## config.mk

```make
export PLATFORM = sky130hd
export DESIGN_NAME = nodata_pixel_merge_top
export DESIGN_NICKNAME = d
export VERILOG_FILES = /design/src/rtl/core/npm_pkg.sv /design/src/rtl/core/nodata_pixel_merge_top.sv
export SDC_FILE = /design/constraint.sdc
export NUM_CORES = 2
export LEC_CHECK = 0
export BUFFER_PORTS_ARGS = -buffer_cell sky130_fd_sc_hd__buf_4
export CORE_MARGIN = 2
export CORE_UTILIZATION = 45
export CTS_CLUSTER_DIAMETER = 40
export CTS_CLUSTER_SIZE = 12
export DETAILED_ROUTE_END_ITERATION = 16
export GPL_TIMING_DRIVEN = 0
export MAX_ROUTING_LAYER = met4
export PLACE_DENSITY = 0.58
export SLEW_MARGIN = 40
export SYNTH_ARGS = -nofsm -noshare
export SYNTH_HDL_FRONTEND = slang
export SYNTH_SLANG_ARGS = --single-unit
```

## constraint.sdc

```tcl
create_clock -name clk -period 20.9 [get_ports clk]
set_input_delay 2.09 -clock clk [delete_from_list [all_inputs] [get_ports clk]]
set_output_delay 2.09 -clock clk [all_outputs]
set_load 0.01 [all_outputs]
```

## src/rtl/core/npm_pkg.sv

```systemverilog
// Shared types, constants and helpers for the nodata-aware pixel merge core.
// Has no dependencies; imported by nodata_pixel_merge_top.
`default_nettype none

package npm_pkg;

    localparam int NCH       = 4;   // channel lanes carried per pixel
    localparam int CH_W      = 8;
    localparam int SUM_W     = 10;  // sum of four distances, up to 4*255
    localparam int WT_W      = 9;   // pixel weight, 1..256
    localparam int DEN_W     = 10;  // weight sum, 2..512
    localparam int PROD_W    = 16;  // channel times weight, up to 255*256
    localparam int NUM_W     = 17;  // sum of two products
    localparam int MUL3_W    = 21;  // distance sum times the reciprocal of three
    localparam int DIV_STAGES = 4;
    localparam int QB_PER_STAGE = CH_W / DIV_STAGES;

    // Reciprocal of three, scaled by 2**RECIP3_SH. Exact for sums up to 3*255.
    localparam logic [10:0] RECIP3    = 11'd683;
    localparam int          RECIP3_SH = 11;

    // Pipeline stage positions in the valid chain.
    localparam int ST_IN   = 0;
    localparam int ST_SUM  = 1;
    localparam int ST_WT   = 2;
    localparam int ST_MUL  = 3;
    localparam int ST_ADD  = 4;
    localparam int ST_DIV0 = 5;
    localparam int ST_OUT  = ST_DIV0 + DIV_STAGES;
    localparam int NSTG    = ST_OUT + 1;

    // Configuration register indexes.
    localparam logic [1:0] REG_NODATA   = 2'd0;
    localparam logic [1:0] REG_MODE     = 2'd1;
    localparam logic [1:0] REG_CHANNELS = 2'd2;

    // Merge modes; the unused fourth code behaves as average.
    localparam logic [1:0] MODE_AVERAGE  = 2'd0;
    localparam logic [1:0] MODE_KEEP     = 2'd1;
    localparam logic [1:0] MODE_WEIGHTED = 2'd2;

    // Supported channel counts.
    localparam logic [2:0] CNT_ONE   = 3'd1;
    localparam logic [2:0] CNT_THREE = 3'd3;
    localparam logic [2:0] CNT_FOUR  = 3'd4;

    typedef logic [CH_W-1:0] chan_t;
    typedef chan_t [NCH-1:0] pix_t;

    typedef struct packed {
        logic [NUM_W-1:0] rem;
        chan_t            q;
    } div_t;

    // One restoring division step that decides quotient bit k.
    function automatic div_t div_step(div_t x, logic [DEN_W-1:0] d, logic [2:0] k);
        logic [NUM_W-1:0] trial;
        div_t             y;
        trial = NUM_W'(d) << k;
        y     = x;
        if (x.rem >= trial)
        begin
            y.rem  = x.rem - trial;
            y.q[k] = 1'b1;
        end
        return y;
    endfunction

endpackage

`default_nettype wire

```

## src/rtl/core/nodata_pixel_merge_top.sv

```systemverilog
// Nodata-aware merge of two co-located pixels: average, keep-first or
// distance-weighted blend. Depends on npm_pkg.
//
//   channel   signals                                  direction  handshake
//   in        first_ch*, second_ch*, in_last           input      in_valid / in_ready
//   out       merged_ch*, bad_channels, out_last       output     out_valid / out_ready
//   cfg       cfg_index, cfg_data                      input      cfg_we, no wait
//
// Ten register stages; one transaction can enter every cycle while an output
// stall has not backed up to in_ready. The weighted quotient
// is resolved two bits per stage over four stages.
// Each stage holds its item until the next stage is free, so a stall at the
// output fills the bubbles first and then backs up to in_ready.
// Reset clears the valid bits and sets nodata 0, mode average, one channel.
`default_nettype none

module nodata_pixel_merge_top (
    input  wire logic                 clk,
    input  wire logic                 rst_n,
    input  wire logic                 cfg_we,
    input  wire logic [1:0]           cfg_index,
    input  wire logic [7:0]           cfg_data,
    input  wire logic                 in_valid,
    output logic                      in_ready,
    input  wire npm_pkg::chan_t       first_ch0,
    input  wire npm_pkg::chan_t       first_ch1,
    input  wire npm_pkg::chan_t       first_ch2,
    input  wire npm_pkg::chan_t       first_ch3,
    input  wire npm_pkg::chan_t       second_ch0,
    input  wire npm_pkg::chan_t       second_ch1,
    input  wire npm_pkg::chan_t       second_ch2,
    input  wire npm_pkg::chan_t       second_ch3,
    input  wire logic                 in_last,
    output logic                      out_valid,
    input  wire logic                 out_ready,
    output npm_pkg::chan_t            merged_ch0,
    output npm_pkg::chan_t            merged_ch1,
    output npm_pkg::chan_t            merged_ch2,
    output npm_pkg::chan_t            merged_ch3,
    output logic                      bad_channels,
    output logic                      out_last
);
    import npm_pkg::*;

    // Configuration registers.
    chan_t      nodata_reg;
    logic [1:0] mode_reg;
    logic [2:0] count_reg;

    // Valid chain and per-stage advance.
    logic [NSTG-1:0] v_reg;
    logic [NSTG-1:0] adv;

    // Input stage.
    pix_t in_a_reg, in_b_reg;
    logic in_last_reg;

    // Distance sum stage.
    pix_t             s1_a_reg, s1_b_reg, s1_rs_reg;
    logic [SUM_W-1:0] s1_sa_reg, s1_sb_reg;
    logic             s1_bad_reg, s1_last_reg;
    pix_t             s1_rs_next;
    logic [SUM_W-1:0] s1_sa_next, s1_sb_next;
    logic             s1_bad_next;

    // Weight stage.
    pix_t            s2_a_reg, s2_b_reg, s2_rs_reg;
    logic [WT_W-1:0] s2_wa_reg, s2_wb_reg;
    logic            s2_bad_reg, s2_last_reg;

    // Product stage.
    logic [PROD_W-1:0] s3_pa_reg [NCH];
    logic [PROD_W-1:0] s3_pb_reg [NCH];
    logic [DEN_W-1:0]  s3_d_reg;
    pix_t              s3_rs_reg;
    logic              s3_bad_reg, s3_last_reg;

    // Numerator stage.
    logic [NUM_W-1:0] s4_num_reg [NCH];
    logic [DEN_W-1:0] s4_d_reg;
    pix_t             s4_rs_reg;
    logic             s4_bad_reg, s4_last_reg;

    // Divider stages.
    div_t [NCH-1:0]   dv_reg  [DIV_STAGES];
    div_t [NCH-1:0]   dv_next [DIV_STAGES];
    logic [DEN_W-1:0] dv_d_reg [DIV_STAGES];
    pix_t             dv_rs_reg [DIV_STAGES];
    logic             dv_bad_reg [DIV_STAGES];
    logic             dv_last_reg [DIV_STAGES];

    // Output stage.
    pix_t merged_reg, merged_next;
    logic bad_reg, last_reg;

    always_ff @(posedge clk or negedge rst_n)
    begin
        if (!rst_n)
        begin
            nodata_reg <= '0;
            mode_reg   <= MODE_AVERAGE;
            count_reg  <= CNT_ONE;
        end
        else if (cfg_we)
        begin
            unique case (cfg_index)
                REG_NODATA:   nodata_reg <= cfg_data;
                REG_MODE:     mode_reg   <= cfg_data[1:0];
                REG_CHANNELS: count_reg  <= cfg_data[2:0];
                default:      ;
            endcase
        end
    end

    // A stage may load when it is empty or its item moves on this cycle.
    always_comb
    begin
        adv[NSTG-1] = !v_reg[NSTG-1] || out_ready;
        for (int i = NSTG - 2; i >= 0; i--)
        begin
            adv[i] = !v_reg[i] || adv[i+1];
        end
    end

    assign in_ready = adv[ST_IN];

    always_ff @(posedge clk or negedge rst_n)
    begin
        if (!rst_n)
        begin
            v_reg <= '0;
        end
        else
        begin
            if (adv[ST_IN])
            begin
                v_reg[ST_IN] <= in_valid;
            end
            for (int i = 1; i < NSTG; i++)
            begin
                if (adv[i])
                begin
                    v_reg[i] <= v_reg[i-1];
                end
            end
        end
    end

    // Input register.
    always_ff @(posedge clk)
    begin
        if (adv[ST_IN])
        begin
            in_a_reg    <= {first_ch3, first_ch2, first_ch1, first_ch0};
            in_b_reg    <= {second_ch3, second_ch2, second_ch1, second_ch0};
            in_last_reg <= in_last;
        end
    end

    // Nodata flags, distance sums and the average/keep result.
    always_comb
    begin
        logic             a_nd, b_nd, use_ch;
        logic [CH_W:0]    pair_sum;
        chan_t            da, db;
        a_nd        = 1'b1;
        b_nd        = 1'b1;
        da          = '0;
        db          = '0;
        s1_sa_next  = '0;
        s1_sb_next  = '0;
        s1_bad_next = !(count_reg == CNT_ONE || count_reg == CNT_THREE
                        || count_reg == CNT_FOUR);
        for (int i = 0; i < NCH; i++)
        begin
            use_ch = 3'(i) < count_reg;
            if (use_ch)
            begin
                if (in_a_reg[i] != nodata_reg)
                begin
                    a_nd = 1'b0;
                end
                if (in_b_reg[i] != nodata_reg)
                begin
                    b_nd = 1'b0;
                end
                da = (in_a_reg[i] >= nodata_reg) ? in_a_reg[i] - nodata_reg
                                                 : nodata_reg - in_a_reg[i];
                db = (in_b_reg[i] >= nodata_reg) ? in_b_reg[i] - nodata_reg
                                                 : nodata_reg - in_b_reg[i];
                s1_sa_next = s1_sa_next + SUM_W'(da);
                s1_sb_next = s1_sb_next + SUM_W'(db);
            end
        end
        for (int i = 0; i < NCH; i++)
        begin
            pair_sum = {1'b0, in_a_reg[i]} + {1'b0, in_b_reg[i]};
            if (a_nd)
            begin
                s1_rs_next[i] = in_b_reg[i];
            end
            else if (mode_reg == MODE_KEEP || b_nd)
            begin
                s1_rs_next[i] = in_a_reg[i];
            end
            else
            begin
                s1_rs_next[i] = pair_sum[CH_W:1];
            end
        end
    end

    always_ff @(posedge clk)
    begin
        if (adv[ST_SUM])
        begin
            s1_a_reg    <= in_a_reg;
            s1_b_reg    <= in_b_reg;
            s1_rs_reg   <= s1_rs_next;
            s1_sa_reg   <= s1_sa_next;
            s1_sb_reg   <= s1_sb_next;
            s1_bad_reg  <= s1_bad_next;
            s1_last_reg <= in_last_reg;
        end
    end

    // Weight is one plus the distance sum divided by the channel count; unsupported counts divide by three.
    function automatic logic [WT_W-1:0] weight(logic [SUM_W-1:0] s, logic [2:0] n);
        logic [MUL3_W-1:0] m;
        logic [WT_W-1:0]   q;
        m = MUL3_W'(s) * MUL3_W'(RECIP3);
        case (n)
            CNT_ONE:  q = WT_W'(s);
            CNT_FOUR: q = WT_W'(s >> 2);
            default:  q = WT_W'(m >> RECIP3_SH);
        endcase
        return q + WT_W'(1);
    endfunction

    always_ff @(posedge clk)
    begin
        if (adv[ST_WT])
        begin
            s2_a_reg    <= s1_a_reg;
            s2_b_reg    <= s1_b_reg;
            s2_rs_reg   <= s1_rs_reg;
            s2_wa_reg   <= weight(s1_sa_reg, count_reg);
            s2_wb_reg   <= weight(s1_sb_reg, count_reg);
            s2_bad_reg  <= s1_bad_reg;
            s2_last_reg <= s1_last_reg;
        end
    end

    always_ff @(posedge clk)
    begin
        if (adv[ST_MUL])
        begin
            for (int i = 0; i < NCH; i++)
            begin
                s3_pa_reg[i] <= PROD_W'(s2_a_reg[i]) * PROD_W'(s2_wa_reg);
                s3_pb_reg[i] <= PROD_W'(s2_b_reg[i]) * PROD_W'(s2_wb_reg);
            end
            s3_d_reg    <= DEN_W'(s2_wa_reg) + DEN_W'(s2_wb_reg);
            s3_rs_reg   <= s2_rs_reg;
            s3_bad_reg  <= s2_bad_reg;
            s3_last_reg <= s2_last_reg;
        end
    end

    always_ff @(posedge clk)
    begin
        if (adv[ST_ADD])
        begin
            for (int i = 0; i < NCH; i++)
            begin
                s4_num_reg[i] <= NUM_W'(s3_pa_reg[i]) + NUM_W'(s3_pb_reg[i]);
            end
            s4_d_reg    <= s3_d_reg;
            s4_rs_reg   <= s3_rs_reg;
            s4_bad_reg  <= s3_bad_reg;
            s4_last_reg <= s3_last_reg;
        end
    end

    // The weighted mean never exceeds 255, so eight quotient bits suffice.
    always_comb
    begin
        div_t x;
        for (int j = 0; j < DIV_STAGES; j++)
        begin
            for (int i = 0; i < NCH; i++)
            begin
                if (j == 0)
                begin
                    x.rem = s4_num_reg[i];
                    x.q   = '0;
                end
                else
                begin
                    x = dv_reg[j-1][i];
                end
                for (int b = 0; b < QB_PER_STAGE; b++)
                begin
                    x = div_step(x, (j == 0) ? s4_d_reg : dv_d_reg[j-1],
                                 3'(CH_W - 1 - j * QB_PER_STAGE - b));
                end
                dv_next[j][i] = x;
            end
        end
    end

    always_ff @(posedge clk)
    begin
        for (int j = 0; j < DIV_STAGES; j++)
        begin
            if (adv[ST_DIV0 + j])
            begin
                dv_reg[j] <= dv_next[j];
                if (j == 0)
                begin
                    dv_d_reg[j]    <= s4_d_reg;
                    dv_rs_reg[j]   <= s4_rs_reg;
                    dv_bad_reg[j]  <= s4_bad_reg;
                    dv_last_reg[j] <= s4_last_reg;
                end
                else
                begin
                    dv_d_reg[j]    <= dv_d_reg[j-1];
                    dv_rs_reg[j]   <= dv_rs_reg[j-1];
                    dv_bad_reg[j]  <= dv_bad_reg[j-1];
                    dv_last_reg[j] <= dv_last_reg[j-1];
                end
            end
        end
    end

    // Final select; unused channels and unsupported counts read as zero.
    always_comb
    begin
        for (int i = 0; i < NCH; i++)
        begin
            if (dv_bad_reg[DIV_STAGES-1] || !(3'(i) < count_reg))
            begin
                merged_next[i] = '0;
            end
            else if (mode_reg == MODE_WEIGHTED)
            begin
                merged_next[i] = dv_reg[DIV_STAGES-1][i].q;
            end
            else
            begin
                merged_next[i] = dv_rs_reg[DIV_STAGES-1][i];
            end
        end
    end

    always_ff @(posedge clk)
    begin
        if (adv[ST_OUT])
        begin
            merged_reg <= merged_next;
            bad_reg    <= dv_bad_reg[DIV_STAGES-1];
            last_reg   <= dv_last_reg[DIV_STAGES-1];
        end
    end

    assign out_valid    = v_reg[ST_OUT];
    assign merged_ch0   = merged_reg[0];
    assign merged_ch1   = merged_reg[1];
    assign merged_ch2   = merged_reg[2];
    assign merged_ch3   = merged_reg[3];
    assign bad_channels = bad_reg;
    assign out_last     = last_reg;

endmodule

`default_nettype wire
```

# == Word level (Yosys, flattened, before mapping) ==
# Memories as Yosys holds them, arrays and structs flattened. A register that Yosys moved wholly into a read port is not among the register bits.
# Cells that the tools add are included.
# Widths: inputs -> output; s select.
# totals
reg_bits,443
mem_bits_rw,772
mem_count,8
in_bits,80
# mem_list
memory,depth,word_bits,read_ports,rd_clocked_by_memory_dff,wr,line_no,rtl
dv_reg,4,100,4,0,4,nodata_pixel_merge_top.sv:85,div_t [NCH-1:0] dv_reg [DIV_STAGES];
dv_rs_reg,4,32,4,0,4,nodata_pixel_merge_top.sv:88,pix_t dv_rs_reg [DIV_STAGES];
s4_num_reg,4,17,4,0,4,nodata_pixel_merge_top.sv:79,logic [NUM_W-1:0] s4_num_reg [NCH];
s3_pa_reg,4,16,4,0,4,nodata_pixel_merge_top.sv:72,logic [PROD_W-1:0] s3_pa_reg [NCH];
s3_pb_reg,4,16,4,0,4,nodata_pixel_merge_top.sv:73,logic [PROD_W-1:0] s3_pb_reg [NCH];
dv_d_reg,4,10,3,0,4,nodata_pixel_merge_top.sv:87,logic [DEN_W-1:0] dv_d_reg [DIV_STAGES];
2 more memories,--,--,--,--,--,--,
# op_classes
order_cmp,44
eq_ne,15
addsub,65
n_reduce_logical,36
mux,120
multipliers,10
# ops
op,count
$mux 17,28
$mux 8,22
$mul 8x9->16,8
$sub 8x8->8,16
$mux 18,4
$add 16x16->17,4
$ge 17x10->1,4
$ge 17x11->1,4
$ge 17x12->1,4
$ge 17x13->1,4
$ge 17x14->1,4
$ge 17x15->1,4
$ge 17x16->1,4
$ge 17x17->1,4
$sub 17x10->17,4
$sub 17x11->17,4
$sub 17x12->17,4
$sub 17x13->17,4
$sub 17x14->17,4
$sub 17x15->17,4
$sub 17x16->17,4
$sub 17x17->17,4
$ge 8x8->1,8
$ne 8x8->1,8
other kinds (20),128

# == Logic depth before layout (Yosys ltp) ==
# logic_depth
depth_word,12
mapped_depth,33
ltp_nobuf,32

# == Least setup slack after synthesis ==
# Ideal clock, no wire load.
# synth_timing
path_type,in2reg
from,input out_ready
to,register s1_a_reg[0] (netlist bit) (enable)
required_time_ns,19.550
stages,6
setup_ns,1.350
arrival_ns,9.084
n_path_buf,0
path_slack_ns,10.466
path_cell_list,nor2b_1 > and2_1 > and3_1 > nand3_1 > nor2_1 > nand3_1
# synth_via
elab_chain_cells,9
# synth_lines
element,line_no,rtl
"start, declared",nodata_pixel_merge_top.sv:35,"input wire logic out_ready,"
$logic_or 1x1->1,nodata_pixel_merge_top.sv:118,adv[NSTG-1] = !v_reg[NSTG-1] || out_ready;
$logic_or 1x1->1 (5 in series),nodata_pixel_merge_top.sv:121,adv[i] = !v_reg[i] || adv[i+1];
via adv[4],nodata_pixel_merge_top.sv:52,logic [NSTG-1:0] adv;
$logic_or 1x1->1 (3 in series),nodata_pixel_merge_top.sv:121,
via adv[1],nodata_pixel_merge_top.sv:52,
"end signal, assigned",nodata_pixel_merge_top.sv:217,s1_a_reg <= in_a_reg;
"end, declared",nodata_pixel_merge_top.sv:59,"pix_t s1_a_reg, s1_b_reg, s1_rs_reg;"
# The timed path passes the listed nets, and every way through them passes these cells.
# A chain may end at the register's enable or synchronous reset.

==> results.json <==
{
  "status": "complete, no violations",
  "muxShareOfSynthArea_pct": 2.94,
  "rows": 158,
  "die_h_microns": 436,
  "largest_reg_flops": 284,
  "cts_setup_buffers": 0,
  "nets": 9721,
  "syn-mean-instance-area_sq_um": 10.6,
  "synth_adder_area_share_pct": 25.0,
  "pin_count": 116,
  "first_pass_iters": 5,
  "dr_total_vias": 58600,
  "route.detailed.drc": 0,
  "drtAntennaViolNets": 0,
  "viasPerCell": 5.39,
  "post_cts_resized": 0,
  "tightest_slew_ns": 0.925,
  "end_kind": "register",
  "synthArstFlopShare_pct": 2.11,
  "routed_wl_mm": 227,
  "core_sq_mm": 0.185,
  "crit_chain": "inv_1, fa_1, a21o_1, a21oi_1, o21bai_1, a21oi_1, o21bai_1, a21o_1, a21oi_1, clkbuf_1, nor2_1, a21oi_1, inv_1, ha_1, nor2b_1, o21ai_1, a21boi_1, o21ai_1, a21oi_1, o21ai_1, a21oi_1, a311oi_1, nand2_1, mux2_1",
  "period_share_pct": 36.8,
  "fmax_mhz": 130,
  "drive_above_1_share_pct": 7.33,
  "grt_pass1_vias": 58700,
  "required_ns": 21.46,
  "synthFlopType": "edfxtp_1",
  "initial_core_util_pct": 45.3,
  "cts_sinks": 1090,
  "setup_viol": 0,
  "period_needed_ns": 7.69,
  "synth.distinct_cells": 106,
  "slew_viol_final": 0,
  "slew_headroom_pct": 38.3,
  "area_growth_pct": 13.2,
  "globalRouteOverflowTotal": 0,
  "synth_edf_count": 1067,
  "grt.total_usage_pct": 24.5,
  "ys.warnings.count": 0,
  "synth-seq-cells": 1090,
  "path_max_fanout": 12,
  "gp_congestion": 0.928,
  "worstPathArrival_ns": 8.25,
  "rsz0062_at_grt": "false",
  "clockRootBuffer": "clkbuf_16",
  "antenna_found_initial": 10,
  "routedWlPerCell_microns": 20.9,
  "path_clk_slew_ns": 0.05,
  "slowest_stage": "edfxtp_1",
  "cts_tree": "done",
  "drt_iter0_drc": 3757,
  "final_core_util_pct": 51.3,
  "syn_area_sq_mm": 0.0840,
  "clk_latency_ns": 0.84,
  "finalSetupTns_ns": 0,
  "grt_pass1_wl_mm": 346,
  "crit_top_cell": "a21oi_1",
  "hpwl_mm": 180,
  "critPathKind": "register to register",
  "grt_max_degree": 79,
  "synthSimpleGateAreaFrac_pct": 11.9,
  "cp_slowest_stage_delay_ns": 0.80,
  "syn_inst": 7896,
  "worstHoldPathType": "register to register",
  "io_buffers": 115,
  "synth-compound-area-share_pct": 11.2,
  "synth_xor_area_share_pct": 5.01,
  "cap_violations": 0,
  "worst_setup_path_start_kind": "register",
  "synth_fp_nets": 9398,
  "ys_seq_area_share_pct": 38.8,
  "postCtsHoldBufs": 0,
  "die-area_sq_mm": 0.190,
  "ctsLongestPathBuffers": 3,
  "hold_viol": 0,
  "clock_skew_ns": 0.0996,
  "h-tree-depth": 4,
  "numCtsBuffers": 179,
  "synth_top_family_by_area": "adder cells",
  "dieWidth_microns": 436
}
==> metal layers <==
metal | global-route usage [%] | wire (microns)
met1 | 31.4 | 99300
met2 | 39.5 | 107000
met4 | 10.1 | 10400
met3 | 3.02 | 9910
met5 | - | 0
==> final timing paths <==
kind	start	end	slack, ns	cells after the start
min	s1_a_reg[19]	s2_a_reg[19]	0.37	0
min in group asynchronous	rst_n	v_reg[8]	1.17	1
max	s4_d_reg[1]	dv_reg[0][96]	13.21	24
max reg2reg	s4_d_reg[1]	dv_reg[0][96]	13.21	24
min reg2reg	s1_a_reg[19]	s2_a_reg[19]	0.37	0
max in group asynchronous	rst_n	count_reg[0]	19.32	1
==> through the flow <==
| stage | hold slack (ns) | worst slack, ns | cells | area (sq um) |
|---|---|---|---|---|
| CTS | 0.365 | 13.21 | 10900 | 95000 |
| global placement | 0.400 | 5.91 | 10500 | 88000 |
| floorplan | 0.400 | 10.47 | 7896 | 84000 |
| detailed placement | 0.405 | 13.23 | 10500 | 88500 |
| global route | 0.380 | 12.70 | 10900 | 95100 |
| finish | 0.374 | 13.21 | 10900 | 95100 |
==> kinds of logic after synthesis <==
family,after synthesis
fa+ha+maj,1422
flops,1090
buf+inv,1127
xor+xnor,481
compound gates,1488
mux,232
simple gates,2056
==> worst max-delay path: cells and delay by family (launching register included) <==
| kind | cells | cell delay, ns |
|---|---|---|
| muxes | 1 | 0.45 |
| buffers and inverters | 3 | 1.08 |
| AOI/OAI and AO/OA | 15 | 3.50 |
| adders and majority gates | 2 | 0.90 |
| DFF | 1 | 0.80 |
| and+or+nand+nor | 3 | 0.69 |
==> area by class of cell <==
type,instances,area (sq um)
fillers,16700,90400
multi-input cells,5679,47200
flip-flops and latches,1090,32600
clock buffers,197,4570
inverters,955,3610
well taps,2480,3100
clock inverters,137,1940
repair buffers,142,1350
plain buffers,172,694
diodes,5,12.5
==> layout by cell type (no fill, tap or decap), types with 101 or more instances in the layout <==
cell type  synthesis  routed
edfxtp_1        1067    1067
ha_1             991     991
inv_1            936     931
nand2_1          735     732
a21oi_1          437     436
fa_1             431     431
nor2_1           389     387
xnor2_1          361     361
and2_1           339     339
o21ai_0          246     245
clkbuf_16          0     180
a21o_1           168     168
clkbuf_1         148     160
o21ai_1          144     144
buf_4              2     121
xor2_1           120     120
mux2i_1          112     112
nor3_1           110     110
nor2b_1          101     101
==> cells in the mapped netlist (29+ instances only) <==
cell type / instances / area share [%]
a211oi_1: 40 / 0.36
a21boi_0: 35 / 0.31
a21o_1: 168 / 1.5
a21oi_1: 437 / 2.6
a31oi_1: 31 / 0.23
and2_1: 339 / 2.5
and3_1: 29 / 0.22
clkbuf_1: 148 / 0.66
edfxtp_1: 1067 / 38
fa_1: 431 / 10
ha_1: 991 / 15
inv_1: 936 / 4.2
mux2_1: 59 / 0.79
mux2_2: 61 / 0.82
mux2i_1: 112 / 1.3
nand2_1: 735 / 3.3
nand2b_1: 52 / 0.39
nand3_1: 57 / 0.34
nand4_1: 71 / 0.53
nor2_1: 389 / 1.7
nor2b_1: 101 / 0.75
nor3_1: 110 / 0.66
o21a_1: 45 / 0.40
o21ai_0: 246 / 1.5
o21ai_1: 144 / 0.86
o21bai_1: 69 / 0.62
o31ai_1: 29 / 0.26
or3_1: 40 / 0.30
xnor2_1: 361 / 3.8
xor2_1: 120 / 1.3
Power is left out: the tool's default activity adds up to more than one toggle a clock period on the data nets, which glitch-free logic cannot reach.
